===== config.mk =====
export PLATFORM = sky130hd
export DESIGN_NAME = nmr_step
export DESIGN_NICKNAME = d
export VERILOG_FILES = /design/src/rtl/nmr_pkg.sv /design/src/rtl/nmr_step.sv
export SDC_FILE = /design/constraint.sdc
export NUM_CORES = 1
export LEC_CHECK = 0
export ABC_CLOCK_PERIOD_IN_PS = 10630
export BUFFER_PORTS_ARGS = -buffer_cell sky130_fd_sc_hd__clkbuf_2
export CAP_MARGIN = 20
export CORE_ASPECT_RATIO = 1.4
export CORE_UTILIZATION = 30
export CTS_CLUSTER_SIZE = 12
export DETAILED_ROUTE_END_ITERATION = 8
export PLACE_DENSITY = 0.61
export SYNTH_ARGS = -nofsm -noshare
export SYNTH_HDL_FRONTEND = slang
export SYNTH_SLANG_ARGS = --single-unit

===== constraint.sdc =====
create_clock -name i_clk -period 10.63 [get_ports i_clk]
set_clock_uncertainty 0.15 [all_clocks]
set_input_delay 1.063 -clock i_clk [delete_from_list [all_inputs] [get_ports i_clk]]
set_output_delay 1.063 -clock i_clk [all_outputs]
set_load 0.02 [all_outputs]

===== src/rtl/nmr_pkg.sv =====
// shared types and widths for the normal-map renormalizer pipeline
// no dependencies; used by nmr_step and normal_map_renormalize
`default_nettype none

package nmr_pkg;

    localparam int NUM_STAGES  = 9;   // front, sum/square, one per root bit
    localparam int SEARCH_BITS = 7;   // root magnitude 0..127
    localparam int S_W         = 18;  // sum of three odd squares, max 195075
    localparam int T_W         = 32;  // (255 m)^2, max 4228250625
    localparam int A_W         = 34;  // 4 k^2 S, max about 1.26e10
    localparam int B_W         = 28;  // 8 k S, max about 1.98e8

    // one color channel in flight through the root search
    typedef struct packed {
        logic                   neg;  // component below the midpoint
        logic [SEARCH_BITS-1:0] k;    // root bits found so far
        logic [A_W-1:0]         a;    // 4 k^2 S
        logic [B_W-1:0]         b;    // 8 k S
        logic [T_W-1:0]         t;    // 65025 m^2
    } t_lane;

    // one texel in flight
    typedef struct packed {
        t_lane [2:0]    lane;  // red, green, blue
        logic [S_W-1:0] s;
        logic [7:0]     alpha;
        logic           last;
    } t_texel;

endpackage

`default_nettype wire


===== src/rtl/nmr_step.sv =====
// one bit of the restoring root search for all three channels of a texel
// depends on nmr_pkg
`default_nettype none

module nmr_step
    import nmr_pkg::*;
(
    input  wire logic         i_clk,
    input  wire logic         i_load,
    input  wire logic [2:0]   i_bit,
    input  wire t_texel       i_texel,
    output t_texel            o_texel
);

    t_texel               n_texel;
    t_texel               r_texel;
    logic [A_W-1:0]       w_trial [3];
    logic                 w_take  [3];

    // trial 4 (k + d)^2 S with d = 2^bit, built from shifts of the running sums
    always_comb begin
        n_texel = i_texel;
        for (int l = 0; l < 3; l++) begin
            w_trial[l] = i_texel.lane[l].a
                       + (A_W'(i_texel.lane[l].b) << i_bit)
                       + (A_W'(i_texel.s) << ({1'b0, i_bit, 1'b0} + 5'd2));
            // below midpoint wants strictly less, above wants less or equal
            w_take[l]  = i_texel.lane[l].neg ?
                         (w_trial[l] <  A_W'(i_texel.lane[l].t)) :
                         (w_trial[l] <= A_W'(i_texel.lane[l].t));
            if (w_take[l]) begin
                n_texel.lane[l].k = i_texel.lane[l].k | (SEARCH_BITS'(1) << i_bit);
                n_texel.lane[l].a = w_trial[l];
                n_texel.lane[l].b = i_texel.lane[l].b
                                  + (B_W'(i_texel.s) << ({1'b0, i_bit} + 4'd3));
            end
        end
    end

    always_ff @(posedge i_clk) begin
        if (i_load) begin
            r_texel <= n_texel;
        end
    end

    assign o_texel = r_texel;

endmodule

`default_nettype wire


==> results.json, run 1 <==
{
  "dr.first_iter.drc_count": 1903,
  "fin_area_mm2": 0.03630,
  "crit_top_cell": "ha_1",
  "hold_start": "i_texel[4]",
  "num_io_pins": 671,
  "critPathBufInv": 5,
  "avgSynthCellArea_um2": 9.923,
  "min_period_ps": 9350,
  "seq_area_frac_synth": 0.3330,
  "crit_required_ps": 10820,
  "power_density_mw_per_mm2": 215.2,
  "synth_cell_type_count": 81,
  "port_buffers": 670,
  "clock-root-buffer": "clkbuf_16",
  "die_x_um": 269.4,
  "htreeDepth": 2,
  "rsz0062_at_grt": "no",
  "tightest_slew_ps": 1123,
  "path_class": "in -> reg",
  "fmax_ghz": 0.1070,
  "avgViaCountPerCell": 5.220,
  "die_h_um": 376.3,
  "min_period_over_period": 0.8795,
  "hold_path.class": "in -> reg",
  "drt-total-wl_mm": 127.1,
  "grt_use_total": 0.2425,
  "slowest_delay_ps": 540,
  "run_status": "finished clean",
  "final_max_slew_viol_count": 0,
  "start_kind": "primary input",
  "synth.area.top_cells": "edfxtp_1, ha_1, fa_1",
  "gp_congestion": 0.9432,
  "syn_area_mm2": 0.03003,
  "drc_errors": 0,
  "yosys.area.top_type": "edfxtp_1",
  "async_flop_share": 0,
  "timing.slew.headroom": 0.2457,
  "largest_reg_flops": 333,
  "cap_viol_max_count": 0,
  "setup_violations": 0,
  "crit_path_end_kind": "flip-flop",
  "ys_seq_elements": 333,
  "hold_depth": 1,
  "place_ws_ps": 845.8,
  "arrival_ps": 9540,
  "rows": 136,
  "initial_utilization": 0.3042,
  "drive_above_1_share": 0.2648,
  "cts_setup_buffers": 0,
  "hold_violations": 0,
  "cts_sinks": 333,
  "numCtsBuffers": 41,
  "core_mm2": 0.09869,
  "clk_transition_reported_paths_ps": 60,
  "drt-wirelength-per-cell_um": 25.28,
  "worst_hold_path.endpoint": "o_texel[4]$_DFFE_PP_",
  "final_common_cell": "clkbuf_2",
  "cpMaxStageDelayCell": "or4_1",
  "dr.pass1.iters": 5,
  "fin_setup_tns_ps": 0,
  "cts_hold_buf": 0,
  "antenna_left": 0,
  "grt_pass1_wl_mm": 178.1,
  "num_vias": 26260,
  "areaGrowthSynthToFinish_pct": 20.88,
  "final_cell_mix": "clkbuf_2, edfxtp_1, ha_1",
  "antenna_found_initial": 26,
  "cellLeakagePower_nw": 16.58,
  "vdd.ir_drop.worst_mv": 0.1218,
  "cp_max_fo": 52,
  "synth_nets": 3748,
  "finalNetCount": 4404,
  "ys.flop_type": "edfxtp_1",
  "first_global_vias": 25500,
  "cts_max_path_buffers": 3,
  "grt_max_degree": 93,
  "dieArea_mm2": 0.1014,
  "synth_cells": 3026,
  "cp_top_family": "compound AO/OA/AOI/OAI gates",
  "cts_resized": 0,
  "overflow": 0,
  "netlist.area_leader.share": 0.3330,
  "ys_warn_count": 0,
  "synth-edff-count": 333,
  "cts_tree": "yes",
  "setup_slack_ps": 1280,
  "dpl-instance-area_mm2": 0.03497,
  "place.detailed.hpwl_mm": 107.4
}
## report_power, final
group	total (mW)	leakage, nW	internal [mW]	switching, mW
clock	1.44	0.630	0.813	0.626
sequential	1.90	3.26	1.81	0.0896
combinational	4.48	12.7	1.69	2.78
## stage by stage
step	cells	hold slack [ps]	power (mW)	utilization
5_1_grt	5028	472.7	8.329	0.3677
4_1_cts	5020	459.8	7.854	0.3675
3_3_place_gp	4950	1090	6.336	0.3543
3_5_place_dp	4950	1092	6.361	0.3543
2_1_floorplan	3026	1012	4.946	-
6_report	5030	492.4	7.811	0.3678
## layout make-up
cell class	instances	area, µm²
diodes	10	25.02
clock buffers	50	1102
clock inverters	20	203.9
fillers	10130	62400
inverters	223	837.1
multi-input cells	2364	18730
flip-flops and latches	333	10000
well taps	1311	1640
repair buffers	719	3755
## Yosys cell counts (33+ instances only)
cell      number
a21oi_1      207
o21a_1        35
xor2_1        68
o21bai_1      39
nor2_1       184
inv_1        218
o21ai_0      243
clkbuf_1      68
a21o_1       101
xnor2_1       90
o211ai_1      33
ha_1         279
fa_1         105
a211oi_1      38
mux2i_1       90
nand3_1       53
nand2_1      256
nand2b_1      40
edfxtp_1     333
mux2_2       145
## kinds of logic after synthesis
| group | after synthesis | synth area share |
|---|---|---|
| AO/OA/AOI/OAI | 843 | 0.1759 |
| AND/OR/NAND/NOR | 716 | 0.1104 |
| adder cells (fa/ha/maj) | 384 | 0.1863 |
| flip-flops | 333 | 0.3330 |
| buffers and inverters | 329 | 0.04333 |
| multiplexers | 263 | 0.1050 |
| XOR/XNOR | 158 | 0.04609 |
## worst max path at each step
stage | start | to | depth (start not counted) | slack (ps)
after detailed placement | i_bit[1] | o_texel[72]$_DFFE_PP_ | 29 | 850
after floorplan | i_bit[0] | o_texel[100]$_DFFE_PP_ | 34 | 1090
after global routing | i_bit[1] | o_texel[77]$_DFFE_PP_ | 29 | 790
final | i_bit[1] | o_texel[72]$_DFFE_PP_ | 29 | 1280
after global placement | i_bit[1] | o_texel[77]$_DFFE_PP_ | 29 | 980
after CTS | i_bit[1] | o_texel[72]$_DFFE_PP_ | 29 | 1440
## routing by layer
| metal | up-vias | share of wire | track usage |
|---|---|---|---|
| met5 | - | 0.0010 | 0 |
| li1 | 12450 | - | - |
| met2 | 969 | 0.48 | 0.4148 |
| met1 | 12620 | 0.41 | 0.3002 |
| met3 | 190 | 0.064 | 0.04486 |
| met4 | 20 | 0.038 | 0.09520 |
Power figures use the tool's default switching activity.
==> inputs of run 2 (changes only) <==
ABC_CLOCK_PERIOD_IN_PS = 8900   (was 10630)
clock period = 8.9 ns   (was 10.63 ns; I/O delays follow)
==> run 2 against run 1 <==
  * Sequential power is 20% higher
  * Power grew 23%
  * Largest power group unchanged
  * Non-clock buffer count increased by 131
  * Via count is 1.9% higher
  * Largest cell class unchanged
  * Final area increased by 3.0%
  * Die area is the same
  * Critical path depth increased by 1
==> results.json, run 2 (synthesis gave the netlist of run 1 again) <==
{
  "rows": 136,
  "first_global_vias": 26210,
  "drt-wirelength-per-cell_um": 24.38,
  "rsz0062_at_grt": "no",
  "htreeDepth": 2,
  "cellLeakagePower_nw": 17.26,
  "num_vias": 26760,
  "vdd.ir_drop.worst_mv": 0.1511,
  "drt-total-wl_mm": 125.8,
  "avgViaCountPerCell": 5.188,
  "cp_max_fo": 67,
  "die_x_um": 269.4,
  "gp_congestion": 0.9360,
  "grtUsageMet2": 0.4024,
  "gr-usage-met3": 0.03173,
  "clock-root-buffer": "clkbuf_16",
  "setup_violations": 0,
  "slowest_delay_ps": 570,
  "clk_transition_reported_paths_ps": 60,
  "stdcell_count": 5159,
  "tightest_slew_ps": 1081,
  "fin_area_mm2": 0.03738,
  "grt_use_met1": 0.3055,
  "die_h_um": 376.3,
  "port_buffers": 670,
  "cts_setup_buffers": 0,
  "num_io_pins": 671,
  "run_status": "finished clean",
  "crit_required_ps": 9070,
  "areaGrowthSynthToFinish_pct": 24.48,
  "cts_max_path_buffers": 3,
  "fin_hold_ws_ps": 318.1,
  "place_ws_ps": -61.85,
  "drc_errors": 0,
  "min_period_over_period": 0.9476,
  "place.detailed.hpwl_mm": 106.5,
  "cts_resized": 0,
  "cts_sinks": 333,
  "start_kind": "primary input",
  "fmax_ghz": 0.1186,
  "drive_above_1_share": 0.2897,
  "final_cell_mix": "clkbuf_2, edfxtp_1, ha_1",
  "hold_depth": 1,
  "cpMaxStageDelayCell": "fa_1",
  "crit_top_cell": "buf_4",
  "dpl-instance-area_mm2": 0.03608,
  "min_period_ps": 8433,
  "dr.pass1.iters": 7,
  "grt_pass1_wl_mm": 177.0,
  "arrival_ps": 8610,
  "grt_max_degree": 149,
  "dr.first_iter.drc_count": 1828,
  "dp.cells": 5081,
  "hold_violations": 0,
  "timing.slew.headroom": 0.2717,
  "grt_use_total": 0.2395,
  "final_common_cell": "clkbuf_2",
  "fillCellCount": 9986,
  "cts_tree": "yes",
  "top_usage_layer": "met2",
  "initial_utilization": 0.3042,
  "final_max_slew_viol_count": 0,
  "overflow": 0,
  "setup_slack_ps": 466.7,
  "cap_viol_max_count": 0,
  "largest_reg_flops": 333,
  "crit_path_end_kind": "flip-flop",
  "hold_path.class": "in -> reg",
  "dieArea_mm2": 0.1014,
  "core_mm2": 0.09869,
  "finalNetCount": 4534,
  "antenna_found_initial": 19,
  "numCtsBuffers": 40,
  "path_class": "in -> reg",
  "cts_hold_buf": 0,
  "power_density_mw_per_mm2": 257.8,
  "post-route-util": 0.3787,
  "antenna_left": 0
}
==> run 2: changes by cell type in the layout (fill, tap and decap cells not counted), sizes merged <==
cell,before,now
buf,53,184
clkinvlp,3,1
bufinv,3,4
clkbuf,716,715
clkinv,12,13
diode,10,9
==> run 2: report_power, final <==
| group | switching (mW) | internal (mW) | leakage (nW) | total (mW) |
|---|---|---|---|---|
| clock network | 0.726 | 0.962 | 0.624 | 1.69 |
| logic | 3.36 | 2.30 | 13.4 | 5.67 |
| registers | 0.122 | 2.16 | 3.26 | 2.28 |
| total | 4.21 | 5.43 | 17.3 | 9.64 |
==> run 2: worst max-delay path, delay by kind of cell <==
| family | cells | cell delay, ps |
|---|---|---|
| and+or+nand+nor | 7 | 1880 |
| buffers and inverters | 7 | 1310 |
| adders and majority gates | 5 | 1870 |
| xor gates and xnor gates | 1 | 190 |
| AOI/OAI and AO/OA | 10 | 2400 |
==> run 2: worst paths after layout <==
check | start | endpoint
worst max-delay path | i_bit[0] | o_texel[67]$_DFFE_PP_
worst min-delay path | i_texel[7] | o_texel[7]$_DFFE_PP_
==> run 2: final cells by class <==
type | instances | area [µm²] | share of cell area
Multi-Input combinational cell | 2364 | 18740 | 0.5013
Sequential cell | 333 | 10000 | 0.2675
Timing Repair Buffer | 850 | 4863 | 0.1301
Tap cell | 1311 | 1640 | 0.04388
Clock buffer | 49 | 1056 | 0.02825
Inverter | 223 | 837.1 | 0.02239
Clock inverter | 20 | 220.2 | 0.005891
Antenna cell | 9 | 22.52 | 0.0006025
==> run 2: stage by stage <==
stage	setup TNS (ps)	total power, mW
3_5_place_dp	-845.9	7.950
3_3_place_gp	0	7.900
5_1_grt	0	10.29
2_1_floorplan	0	5.909
4_1_cts	0	9.697
6_report	0	9.636
==> run 2: routing by layer <==
layer	share of wire	routed length (µm)	vias to the layer above
met5	0.00050	63	-
met4	0.045	5679	12
met3	0.051	6420	208
met2	0.47	59700	953
met1	0.43	53910	12880
li1	-	-	12720
==> inputs of run 3 (changes only) <==
CORE_UTILIZATION = 34   (was 30)
PLACE_DENSITY = 0.66   (was 0.61)
==> run 3 against run 2 <==
  * Global-route usage is 2.4 points higher
  * Non-clock buffer count fell by 38
  * Largest cell class unchanged
  * Critical endpoint is now o_texel[72]$_DFFE_PP_
  * Combinational power shrank 2%
  * Final area decreased by 1.2%
  * Routed wire length is 4.0% lower
  * Largest power group unchanged
==> results.json, run 3 (synthesis gave the netlist of run 1 again) <==
{
  "run_status": "finished clean",
  "crit_top_cell": "o21ai_0",
  "cpMaxStageDelayCell": "or4_1",
  "power_density_mw_per_mm2": 258.7,
  "hold_violations": 0,
  "drive_above_1_share": 0.2818,
  "min_period_ps": 8149,
  "min_period_over_period": 0.9157,
  "worst_hold_path.endpoint": "o_texel[7]$_DFFE_PP_",
  "final_cell_mix": "clkbuf_2, edfxtp_1, ha_1",
  "fillCellCount": 8589,
  "cts_tree": "yes",
  "fmax_ghz": 0.1227,
  "stdcell_count": 4979,
  "crit_path_end_kind": "flip-flop",
  "numCtsBuffers": 40,
  "clock-root-buffer": "clkbuf_16",
  "dpl-instance-area_mm2": 0.03559,
  "grt_max_degree": 106,
  "num_vias": 26700,
  "path_class": "in -> reg",
  "place.detailed.hpwl_mm": 102.2,
  "rows": 128,
  "drc_errors": 0,
  "slowest_delay_ps": 570,
  "arrival_ps": 8330,
  "vdd.ir_drop.worst_mv": 0.1352,
  "fin_hold_ws_ps": 331.0,
  "avgViaCountPerCell": 5.363,
  "die_h_um": 353.6,
  "antenna_found_initial": 10,
  "hold_start": "i_texel[7]",
  "htreeDepth": 2,
  "cts_resized": 0,
  "cellLeakagePower_nw": 17.09,
  "power_mw": 9.555,
  "cp_max_fo": 97,
  "finalNetCount": 4496,
  "final_max_slew_viol_count": 0,
  "cap_viol_max_count": 0,
  "rsz0062_at_grt": "no",
  "grt_pass1_wl_mm": 172.0,
  "dieArea_mm2": 0.08953,
  "setup_violations": 0,
  "dr.first_iter.drc_count": 1916,
  "first_global_vias": 26160,
  "dr.pass1.iters": 7,
  "cts_hold_buf": 0,
  "gp_congestion": 0.9601,
  "clk_transition_reported_paths_ps": 60,
  "fin_setup_tns_ps": 0,
  "timing.slew.headroom": 0.2713,
  "hold_depth": 1,
  "tightest_slew_ps": 1082,
  "start_kind": "primary input",
  "num_io_pins": 671,
  "die_x_um": 253.2,
  "areaGrowthSynthToFinish_pct": 23.01,
  "dp.cells": 4902,
  "port_buffers": 670,
  "overflow": 0,
  "initial_utilization": 0.3440,
  "cts_max_path_buffers": 3,
  "final_common_cell": "clkbuf_2",
  "cts_sinks": 333,
  "cts_setup_buffers": 0,
  "grt_use_total": 0.2638,
  "drt-wirelength-per-cell_um": 24.25,
  "core_mm2": 0.08728,
  "fin_area_mm2": 0.03694,
  "largest_reg_flops": 333,
  "drt-total-wl_mm": 120.7,
  "antenna_left": 0,
  "hold_path.class": "in -> reg",
  "crit_required_ps": 9080
}
==> run 3: power breakdown <==
group	switching (mW)	internal (mW)
Clock	0.720	1.02
Sequential	0.116	2.16
Combinational	3.31	2.23
Total	4.15	5.41
==> run 3: final cells by class <==
cell class / instances / area [µm²] / share of cell area
clock inverter: 22 / 271.5 / 0.007351
clock buffer: 50 / 1060 / 0.02869
multi-input combinational: 2364 / 18740 / 0.5073
antenna: 5 / 12.51 / 0.0003387
inverter: 223 / 837.1 / 0.02266
sequential: 333 / 10000 / 0.2707
tap: 1170 / 1464 / 0.03963
timing repair buffer: 812 / 4553 / 0.1233
==> run 3: how the worst max path moves through the flow <==
stage / start / endpoint / slack, ps
final: i_bit[0] / o_texel[72]$_DFFE_PP_ / 750
after global routing: i_bit[1] / o_texel[278]$_DFFE_PP_ / 360
after CTS: i_bit[0] / o_texel[72]$_DFFE_PP_ / 790
after detailed placement: i_bit[0] / o_texel[114]$_DFFE_PP_ / 180
after global placement: i_bit[0] / o_texel[72]$_DFFE_PP_ / 350
after floorplan: i_bit[0] / o_texel[100]$_DFFE_PP_ / 50
==> run 3: critical path, delay by kind of cell <==
kind / cells / cell delay, ps
adder cells (fa/ha/maj): 3 / 1170
multiplexers: 2 / 690
buffers and inverters: 5 / 900
XOR/XNOR: 1 / 190
AO/OA/AOI/OAI: 11 / 2600
AND/OR/NAND/NOR: 7 / 1780
==> run 3: metrics by stage <==
step	setup WS (ps)	utilization
2_1_floorplan	53.58	-
3_3_place_gp	352.8	0.4078
3_5_place_dp	180.2	0.4078
4_1_cts	786.3	0.4230
5_1_grt	361.3	0.4232
6_report	750.7	0.4232
==> run 3: per-layer routing <==
| metal | share of wire | global-route usage | wire length, µm | vias to the layer above |
|---|---|---|---|---|
| li1 | - | - | - | 12630 |
| met3 | 0.061 | 0.04249 | 7368 | 196 |
| met5 | 0.00038 | 0 | 46 | - |
| met1 | 0.42 | 0.3307 | 50150 | 12830 |
| met2 | 0.48 | 0.4433 | 57410 | 1041 |
| met4 | 0.048 | 0.1181 | 5766 | 8 |
